File: src/rtl/core/tscb_pkg.sv
package tscb_pkg;

  // Store geometry; both maxima are powers of two so a cell address is {row, col}.
  localparam int MAX_COLUMNS = 128;
  localparam int MAX_ROWS    = 64;
  localparam int TAB_STOP    = 8;
  localparam int DEPTH       = MAX_COLUMNS * MAX_ROWS;
  localparam int ADDR_W      = $clog2(DEPTH);
  localparam int COL_W       = $clog2(MAX_COLUMNS);
  localparam int ROW_W       = $clog2(MAX_ROWS);
  localparam int NC_W        = COL_W + 1;
  localparam int NR_W        = ROW_W + 1;
  localparam int CHAR_W      = 16;
  localparam int REP_W       = 4;
  localparam int QDEPTH      = 2;
  localparam int QPTR_W      = $clog2(QDEPTH);
  localparam int QCNT_W      = $clog2(QDEPTH + 1);

  // Field widths of the ports
  localparam int OP_FW    = 2;
  localparam int RCOL_FW  = 7;
  localparam int RROW_FW  = 6;
  localparam int COLS_FW  = 8;
  localparam int ROWS_FW  = 7;

  // Config register indexes
  localparam logic CFG_COLUMNS = 1'b0;
  localparam logic CFG_ROWS    = 1'b1;

  localparam logic [CHAR_W-1:0] CHR_SPACE = 16'h0020;
  localparam logic [CHAR_W-1:0] CHR_BS    = 16'h0008;
  localparam logic [CHAR_W-1:0] CHR_TAB   = 16'h0009;
  localparam logic [CHAR_W-1:0] CHR_LF    = 16'h000A;
  localparam logic [CHAR_W-1:0] CHR_CR    = 16'h000D;
  localparam logic [CHAR_W-1:0] CHR_ESC   = 16'h001B;

  typedef enum logic [1:0] {
    OP_KEY   = 2'd0,
    OP_CHAR  = 2'd1,
    OP_READ  = 2'd2,
    OP_CLEAR = 2'd3
  } op_e;

  typedef enum logic [3:0] {
    KEY_HOME   = 4'd0,
    KEY_END    = 4'd1,
    KEY_PGUP   = 4'd2,
    KEY_PGDN   = 4'd3,
    KEY_LEFT   = 4'd4,
    KEY_RIGHT  = 4'd5,
    KEY_UP     = 4'd6,
    KEY_DOWN   = 4'd7,
    KEY_DELETE = 4'd8,
    KEY_NONE   = 4'd9
  } key_e;

  typedef enum logic [2:0] {
    CH_BS,
    CH_TAB,
    CH_LF,
    CH_CR,
    CH_ESC,
    CH_PUT
  } chr_e;

  typedef struct packed {
    op_e               kind;
    key_e              key;
    chr_e              chr;
    logic [CHAR_W-1:0] code;
    logic [REP_W-1:0]  rep;
    logic [COL_W-1:0]  rcol;
    logic [ROW_W-1:0]  rrow;
  } cmd_t;

  function automatic logic [ADDR_W-1:0] cell_addr(logic [COL_W-1:0] col,
                                                  logic [ROW_W-1:0] row);
    return ADDR_W'(row) * ADDR_W'(MAX_COLUMNS) + ADDR_W'(col);
  endfunction

  function automatic logic on_tab_stop(logic [COL_W-1:0] col);
    logic hit;
    hit = 1'b0;
    for (int k = 0; k < MAX_COLUMNS; k += TAB_STOP) begin
      if (int'(col) == k) hit = 1'b1;
    end
    return hit;
  endfunction

endpackage

File: src/rtl/core/tscb_front.sv
module tscb_front (
  input  logic                         clk_i,
  input  logic                         rst_ni,
  input  logic                         en_i,
  input  logic                         in_valid_i,
  output logic                         in_ready_o,
  input  logic [tscb_pkg::OP_FW-1:0]   op_i,
  input  logic [tscb_pkg::CHAR_W-1:0]  code_i,
  input  logic [tscb_pkg::REP_W-1:0]   repeat_req_i,
  input  logic [tscb_pkg::RCOL_FW-1:0] read_column_i,
  input  logic [tscb_pkg::RROW_FW-1:0] read_row_i,
  output logic                         q_valid_o,
  output tscb_pkg::cmd_t               q_cmd_o,
  input  logic                         q_pop_i
);
  import tscb_pkg::*;

  cmd_t              ent_q [QDEPTH];
  logic [QPTR_W-1:0] wr_ptr_q, rd_ptr_q;
  logic [QCNT_W-1:0] cnt_q;
  cmd_t              cmd;
  logic              push, pop;

  // classify the incoming word
  always_comb begin
    cmd.kind = op_e'(op_i);
    cmd.code = code_i;
    cmd.rep  = repeat_req_i;
    cmd.rcol = COL_W'(read_column_i);
    cmd.rrow = ROW_W'(read_row_i);
    if (code_i < CHAR_W'(KEY_NONE)) begin
      cmd.key = key_e'(code_i[3:0]);
    end else begin
      cmd.key = KEY_NONE;
    end
    unique case (code_i)
      CHR_BS:  cmd.chr = CH_BS;
      CHR_TAB: cmd.chr = CH_TAB;
      CHR_LF:  cmd.chr = CH_LF;
      CHR_CR:  cmd.chr = CH_CR;
      CHR_ESC: cmd.chr = CH_ESC;
      default: cmd.chr = CH_PUT;
    endcase
  end

  assign in_ready_o = en_i && (cnt_q != QCNT_W'(QDEPTH));
  assign push       = in_valid_i && in_ready_o;
  assign q_valid_o  = (cnt_q != '0);
  assign pop        = q_pop_i && q_valid_o;
  assign q_cmd_o    = ent_q[rd_ptr_q];

  always_ff @(posedge clk_i or negedge rst_ni) begin
    if (!rst_ni) begin
      wr_ptr_q <= '0;
      rd_ptr_q <= '0;
      cnt_q    <= '0;
    end else begin
      if (push) begin
        ent_q[wr_ptr_q] <= cmd;
        wr_ptr_q        <= (wr_ptr_q == QPTR_W'(QDEPTH - 1)) ? '0 : wr_ptr_q + QPTR_W'(1);
      end
      if (pop) begin
        rd_ptr_q <= (rd_ptr_q == QPTR_W'(QDEPTH - 1)) ? '0 : rd_ptr_q + QPTR_W'(1);
      end
      if (push && !pop) begin
        cnt_q <= cnt_q + QCNT_W'(1);
      end else if (pop && !push) begin
        cnt_q <= cnt_q - QCNT_W'(1);
      end
    end
  end

endmodule

File: config.mk
export PLATFORM = sky130hd
export DESIGN_NAME = tscb_front
export DESIGN_NICKNAME = d
export VERILOG_FILES = /design/src/rtl/core/tscb_pkg.sv /design/src/rtl/core/tscb_front.sv
export SDC_FILE = /design/constraint.sdc
export NUM_CORES = 1
export LEC_CHECK = 0
export BUFFER_PORTS_ARGS = -buffer_cell sky130_fd_sc_hd__buf_4
export CORE_MARGIN = 3
export CORE_UTILIZATION = 47
export CTS_CLUSTER_SIZE = 10
export DETAILED_ROUTE_END_ITERATION = 10
export GPL_TIMING_DRIVEN = 1
export PLACE_DENSITY = 0.75
export SYNTH_ARGS = -nofsm -noshare
export SYNTH_HDL_FRONTEND = slang
export SYNTH_SLANG_ARGS = --single-unit
File: constraint.sdc
create_clock -name clk_i -period 2.2 [get_ports clk_i]
set_input_delay 0.22 -clock clk_i [delete_from_list [all_inputs] [get_ports clk_i]]
set_output_delay 0.22 -clock clk_i [all_outputs]
set_load 0.01 [all_outputs]
# Word level (Yosys, flattened, before mapping)
# Memory sizes are Yosys's and may differ from the RTL's.
# Index checks and enable logic that the tools add are counted.
# word_totals
wordCells	33
latch_bits	0
mem_bits_ro	0
register_bits	4
out_inout_bits	44
ram_bits	84
mem_count	1
input_bits	40
# mem_list
name	depth	width	read_ports	rd_clocked_by_memory_dff	wr	line	source
ent_q	2	42	1	0	1	tscb_front.sv:18	cmd_t ent_q [QDEPTH];
# classes
mul	0
n_mux	8
reduce_logical	10
n_lt_le_gt_ge	1
bitwise	0
n_addsub	4
shift	0
n_eq_ne	6
div	0
# ops
op	count
$eq A16 B4 Y1 const B	4
$eq A16 B5 Y1 const B	1
$lt A16 B4 Y1 const B	1
$pmux W3 S5	1
$logic_and A1 B1 Y1	6
$mux W1	4
$mux W2	2
$mux W4	1
$reduce_bool A2 Y1	2
$add A1 B1 Y1 const B	2
$add A2 B1 Y2 const B	1
$logic_not A1 Y1	2
$ne A2 B2 Y1 const B	1
$sub A2 B1 Y2 const B	1

# Logic depth before layout (Yosys ltp)
# Gate-level depths: netlist of run 1.
# depth
depth_word	7
ltp_mapped	6
depth_no_buf	6

# Least setup slack after synthesis of run 1
# No wires, ideal clock.
# synth_path
kind	reg2reg
from	register cnt_q[0]
to	memory ent_q[1][0] (netlist name), enable pin
setup_ns	0.404
t_arrival_ns	1.785
path_stages_with_launch	4
period_less_slack_ns	2.189
required_time_ns	1.796
setup_slack_ns	0.011
n_path_buf	0
cell_sequence	dfrtp_1 > nand2b_1 > and3_1 > and3_1
# synth_between
elab_chain_cells	6
# synth_lines
element	line	source
from (decl)	tscb_front.sv:20	logic [QCNT_W-1:0] cnt_q;
from (signal assigned)	tscb_front.sv:66	cnt_q <= cnt_q + QCNT_W'(1);
from (signal assigned)	tscb_front.sv:68	cnt_q <= cnt_q - QCNT_W'(1);
$ne A2 B2 Y1	tscb_front.sv:46	assign in_ready_o = en_i && (cnt_q != QCNT_W'(QDEPTH));
$logic_and A1 B1 Y1	tscb_front.sv:46	
$logic_and A1 B1 Y1	tscb_front.sv:47	assign push = in_valid_i && in_ready_o;
named net push	tscb_front.sv:22	logic push, pop;
$mux W1	tscb_front.sv:58	if (push) begin
$logic_and A1 B1 Y1 (not written as such)	tscb_front.sv:59	ent_q[wr_ptr_q] <= cmd;
$mux W1 (not written as such)	tscb_front.sv:59	
to (decl)	tscb_front.sv:18	
# The timed path passes the listed nets, and every way through them passes these cells.

==> impl_metrics.ini, run 1 <==
[route]
drc = 0
wl_per_cell_um = 15.61
drt_pass1_iterations = 5
detail-route-antenna-nets = 0
vias_per_cell = 4.978
drt-initial-drc-count = 51
routed_wl_mm = 5.713
vias = 1822

[global_routing]
grt_overflow = 0
antenna_found_initial = 0
grt_max_degree = 44
grt_pass1_wl_mm = 9.087
grt_pass1_vias = 1875
track_usage_pct = 14.36

[power]
p_sw_share_pct = 26.50
pwr_density_cell_nw_per_um2 = 1055
p_clk_share_pct = 26.3
ir_worst_vdd_mv = 0.5231
switchingPower_w = 0.001223
p_seq_share_pct = 44.2
p_leak_nw = 1.613
p_int_w = 0.003392
p_comb_share_pct = 29.5

[sta]
period_minus_slack_ps = 1751
period_share_pct = 79.60
maxSlewViolCount = 0
setup_slack_ps = 448.8
fin_skew_ps = 10.17
finalSetupViolations = 0
max_freq_mhz = 571.0
rsz0062_at_grt = false
fin_tns_setup_ps = 0
worst-slew-pin-transition_ps = 574.8
max_slew_margin_pct = 61.33
hold_violations = 0

[synthesis]
synth-seq-area-share_pct = 78.03
syn-mean-instance-area_um2 = 19.77
ys.flop_type = edfxtp_1
synth-seq-cells = 88
synth_edf_count = 84
ys_async_sr_fraction_pct = 4.545
syn_inst = 170
synth_nets = 211
yosysUniqueCellTypes = 28
ys_warn_count = 0
netlist_area_um2 = 3361

[clock_tree]
cts_tree = yes
postCtsSetupBuffers = 0
root_buffer = clkbuf_8
clk_pin_slew_ps = 90
clockBufferDepth = 2
cts.sinks = 88
htreeDepth = 3
cts_made_buffers = 9
worstSkewPairLatency_ps = 340

[hold_path]
min_from = repeat_req_i[3]
min_path_cells = 1
hp-class = in2reg
hold_end = ent_q[0][16]$_DFFE_PP_

[final_layout]
final_cell_mix = buf_4, edfxtp_1, mux2_2, clkbuf_8
n_antenna_cell = 0
fin_nets = 306
final_common_cell = buf_4
drive_above_1_share_pct = 56.30
syn2layout_area_growth_pct = 30.16
utilization_pct = 63.68

[status]
status = finished, final reports clean

[placement]
dpl.hpwl_mm = 3.843
portBuffers = 83
gp_congestion = 0.7376
dp_slack_ps = 217.6

[critical_path]
rr_endpoint = ent_q[0][21]$_DFFE_PP_
critPathArrivalTime_ps = 1530
crit_type = reg2out
worstRegToRegCells = 4
endpoint_kind = output pin
cp_max_fo = 43
critPathRequiredTime_ps = 1980
regToRegStartpoint = cnt_q[0]$_DFFE_PN0P_
cp-start-kind = flip-flop
r2r_slack_ps = 560
crit_start = rd_ptr_q$_DFFE_PN0P_

[die]
num_rows = 30
ios = 84
die_h_um = 90.56
start_util_pct = 48.93
fp.dieW_um = 90.56
dieArea_um2 = 8201
coreArea_um2 = 6869

[run]
drv_cap = 0
-- power groups by stage --
stage | registers [W] | clock network, W | logic (W)
after global placement | 0.00207 | 0 | 0.00137
final | 0.00204 | 0.00121 | 0.00136
after global routing | 0.00205 | 0.00130 | 0.00147
after CTS | 0.00204 | 0.00123 | 0.00139
after detailed placement | 0.00208 | 0 | 0.00139
after floorplan | 0.00206 | 0 | 0.000774
-- routing by layer --
metal / track usage, % / vias to the layer above / share of wire, %
met1: 17.24 / 898 / 40
met3: 3.917 / 6 / 5.7
met5: 0 / - / 0
met4: 6.250 / 0 / 0.93
met2: 24.27 / 57 / 54
li1: - / 861 / -
-- worst max path at each step --
stage / endpoint / slack (ps) / depth (start not counted)
detailed placement: ent_q[0][35]$_DFFE_PP_ / 220 / 4
finish: q_cmd_o[37] / 450 / 3
global route: q_cmd_o[35] / 380 / 3
floorplan: ent_q[1][0]$_DFFE_PP_ / 10 / 3
CTS: q_cmd_o[35] / 420 / 3
global placement: ent_q[0][35]$_DFFE_PP_ / 230 / 4
-- synthesized netlist by cell type (all sizes together), types with 2 or more instances --
| library cell | number | area (um^2) |
|---|---|---|
| dfrtp | 4 | 100.1 |
| edfxtp | 84 | 2522 |
| clkbuf | 5 | 18.77 |
| or4 | 4 | 33.78 |
| nor2 | 2 | 7.510 |
| and3 | 2 | 12.51 |
| mux2 | 42 | 473.0 |
| xor2 | 3 | 26.28 |
| xnor2 | 2 | 17.52 |
| nand3 | 2 | 10.01 |
| nor4 | 2 | 12.51 |
| o21ai | 2 | 10.01 |
| and4 | 2 | 17.52 |
-- critical path: stages (launching register included) --
cell	delay, ps
dfrtp_2	380
buf_12	250
mux2_2	390
buf_4	150
-- registers in the layout (all words and copies together) (netlist names) --
signal,cells
wr_ptr_q,1
rd_ptr_q,1
ent_q,84
cnt_q,2
-- layout make-up --
| class | count | area [um^2] |
|---|---|---|
| clock inverter | 7 | 101.3 |
| fill | 528 | 2495 |
| inverter | 1 | 3.754 |
| sequential | 88 | 2624 |
| clock buffer | 9 | 123.9 |
| timing repair buffer | 89 | 683.2 |
| multi-input combinational | 76 | 718.2 |
| tap | 96 | 120.1 |
-- per-stage QoR --
| stage | total power [W] | instance area, um^2 | std cells | hold WS [ps] |
|---|---|---|---|---|
| 2_1_floorplan | 0.002836 | 3361 | 170 | -75.59 |
| 3_3_place_gp | 0.003443 | 4139 | 349 | 21.00 |
| 3_5_place_dp | 0.003467 | 4139 | 349 | 21.86 |
| 4_1_cts | 0.004669 | 4374 | 366 | 41.11 |
| 5_1_grt | 0.004820 | 4374 | 366 | 30.79 |
| 6_report | 0.004615 | 4374 | 366 | 51.97 |
-- timing repair --
| item | in CTS | in global routing |
|---|---|---|
| hold endpoints to repair | 4 | 0 |
| hold buffers | 1 | 0 |
| resized for setup | 0 | 0 |
-- kinds of logic (layout without fill, tap and decap cells) --
| logic type | after synthesis | after routing | synth area share (%) |
|---|---|---|---|
| flip-flops | 88 | 88 | 78.03 |
| adder cells (fa/ha/maj) | 1 | 1 | 0.3722 |
| XOR/XNOR | 5 | 5 | 1.303 |
| multiplexers | 42 | 42 | 14.07 |
| AND/OR/NAND/NOR | 24 | 24 | 4.841 |
| buffers and inverters | 6 | 106 | 0.6701 |
| AO/OA/AOI/OAI | 4 | 4 | 0.7073 |
Power figures use the tool's default switching activity.
==> run 2, diff against run 1 <==
ABC_AREA = 1   (was default)
PLACE_DENSITY = 0.74   (was 0.75)
clock period = 1.5 ns   (was 2.2 ns; I/O delays follow)
==> run 2 against run 1 <==
Against the previous run: the run now ends with negative setup slack left; non-clock buffer count is 46 higher; utilization increased by 13 points; hold slack got worse by 30 ps; die area up 2.1%; routed wire length is 45% higher; critical path type unchanged; largest cell class unchanged; largest power group is now combinational cells.
==> impl_metrics.ini, run 2 <==
[status]
status = finished, violations left
violations = negative setup slack

[global_routing]
gr-usage-met2_pct = 32.08
grtUsageMet1_pct = 22.64
track_usage_pct = 18.71
busiest_layer = met2
grt_pass1_wl_mm = 12.00
grt_use_met3_pct = 3.645
grt_pass1_vias = 2481
grt_max_degree = 28
antenna_found_initial = 0
grt_overflow = 0

[clock_tree]
clockBufferDepth = 2
cts_tree = yes
clk_pin_slew_ps = 90
worstSkewPairLatency_ps = 360
cts.sinks = 88
root_buffer = clkbuf_8
cts_made_buffers = 9
htreeDepth = 3

[synthesis]
synth.most_common_cell = nand2_1
synth_nets = 325
synth_top_cell_area_share_pct = 73.42
netlist_area_um2 = 3436
synth-seq-cells = 88
synth_simple_gate_area_share_pct = 19.12
synthXorXnorAreaFrac_pct = 1.020
synth-adder-area-share_pct = 0.3642
synth-seq-area-share_pct = 76.33
synth_edf_count = 84
ys_warn_count = 0
netlist_top_cells_count = nand2_1, edfxtp_1, nor2_1
ys.flop_type = edfxtp_1
synth.area.top_cells = edfxtp_1, nand2_1, dfrtp_1
synth_compound_area_share_pct = 0.8740
synth_top_family_by_area = simple AND/OR/NAND/NOR gates
ys_async_sr_fraction_pct = 4.545
syn-mean-instance-area_um2 = 12.10
yosysUniqueCellTypes = 22
syn_inst = 284
synth_top_cell_by_area = edfxtp_1
synthMuxAreaShare_pct = 0

[hold_path]
hp-class = in2reg
min_path_cells = 1
min_from = code_i[2]
hold_end = ent_q[1][19]$_DFFE_PP_

[sta]
maxSlewViolCount = 0
setup_slack_ps = -12.23
period_minus_slack_ps = 1512
max_freq_mhz = 661.3
worst-slew-pin-transition_ps = 188.4
period_share_pct = 100.8
max_slew_margin_pct = 87.36
finalSetupViolations = 2
fin_skew_ps = 8.012
hold_violations = 0
rsz0062_at_grt = true

[final_layout]
n_antenna_cell = 0
largest_reg_flops = 84
final_cell_count_no_fill = 522
final_cell_mix = nand2_1, edfxtp_1, buf_4, dlygate4sd3_1, nand2_2
largestRegisters = ent_q x84, cnt_q x2
nFillCells = 438
final_common_cell = nand2_1
multiInputGateArea_um2 = 964.7
layout.area.seq_um2 = 2624
syn2layout_area_growth_pct = 55.21
drive_above_1_share_pct = 40.85
fin_nets = 462
regMostFlops = ent_q

[route]
drt_pass1_iterations = 4
vias_per_cell = 4.874
routed_wl_mm = 8.305
drt-initial-drc-count = 195
vias = 2544
drc = 0
detail-route-antenna-nets = 0
wl_per_cell_um = 15.91

[placement]
dpl.hpwl_mm = 4.722
gp_congestion = 0.7647
portBuffers = 83
numPlacedInstances = 464

[die]
die_h_um = 91.50
coreArea_um2 = 6944
fp.dieW_um = 91.50
ios = 84
dieArea_um2 = 8372
start_util_pct = 49.48
num_rows = 30

[critical_path]
crit_type = reg2out
rr_endpoint = ent_q[0][1]$_DFFE_PP_
regToRegStartpoint = cnt_q[0]$_DFFE_PN0P_
worstRegToRegCells = 6
crit_start = rd_ptr_q$_DFFE_PN0P_
r2r_slack_ps = 20
endpoint_kind = output pin
cp_max_fo = 8
critPathArrivalTime_ps = 1360
critPathRequiredTime_ps = 1350
cp-start-kind = flip-flop

[power]
ir_worst_vdd_mv = 0.7543
p_leak_nw = 2.229
pwr_density_cell_nw_per_um2 = 1501
p_total_w = 0.008006

[run]
drv_cap = 0
==> run 2: changes by cell type after synthesis, sizes merged, moves of 3 or more <==
cell   before  now
mux2       42    0
buf         0    6
nor2        2   16
nand2       1  142
nor3        0    3
or4         4    0
inv         1   10
==> run 2: cells by family (layout without fill, tap and decap cells) <==
logic type                 count (synthesis)  in the layout
adders and majority gates                  1              1
AOI/OAI and AO/OA                          4              4
DFF                                       88             88
buffers and inverters                     19            161
xor gates and xnor gates                   4              4
and+or+nand+nor                          168            168
==> run 2: power by group <==
group / internal (W) / switching (W) / leakage (nW)
sequential: 0.00291 / 0.000103 / 0.818
combinational: 0.00161 / 0.00174 / 1.31
clock: 0.000786 / 0.000857 / 0.0977
total: 0.00531 / 0.00270 / 2.23
==> run 2: how the worst max path moves through the flow <==
stage                             endpoint  depth (start not counted)
finish                         q_cmd_o[36]                          5
global route                    q_cmd_o[0]                          5
CTS                            q_cmd_o[35]                          5
detailed placement  ent_q[0][29]$_DFFE_PP_                          5
global placement    ent_q[0][31]$_DFFE_PP_                          5
floorplan            ent_q[0][0]$_DFFE_PP_                          4
==> run 2: cell type report <==
| cell class | count | area share [%] |
|---|---|---|
| tap | 96 | 2.252 |
| clock buffer | 9 | 2.323 |
| multi-input combinational | 177 | 18.09 |
| sequential | 88 | 49.20 |
| clock inverter | 7 | 1.478 |
| timing repair buffer | 135 | 25.86 |
| inverter | 10 | 0.7977 |
==> run 2: repair_timing <==
| action | CTS | global route |
|---|---|---|
| hold buffers | 32 | 0 |
| buffers inserted | 0 | 4 |
| pin swaps | 1 | 15 |
| resized for setup | 5 | 81 |
| gates cloned | 1 | 6 |
| setup endpoints to repair | 69 | 134 |
| endpoints found under the hold margin | 66 | 0 |
==> run 2: layer usage <==
metal | up-vias | part of all wire, %
met1 | 1209 | 39
met3 | 13 | 6.1
met5 | - | 0
met4 | 0 | 2.1
met2 | 103 | 52
li1 | 1219 | -
==> run 2: through the flow <==
stage          hold WS, ps  util, %  setup TNS (ps)  instance area, um^2  setup slack [ps]
6_report             22.44    76.79          -19.78                 5333            -12.23
5_1_grt              4.917    76.79           -3207                 5333            -84.27
4_1_cts              3.293    70.20          -239.5                 4875            -33.53
3_5_place_dp        -43.94    62.11          -514.1                 4313            -20.58
3_3_place_gp        -44.82    62.11               0                 4313             6.207
2_1_floorplan       -145.6        -          -58310                 3473            -725.9
==> run 2: worst max-delay path, cell delays in order, from the launching register on <==
cell	delay (ps)
dfrtp_2	430
clkinv_4	120
clkbuf_16	200
nand2_2	70
nand2_2	60
buf_6	120
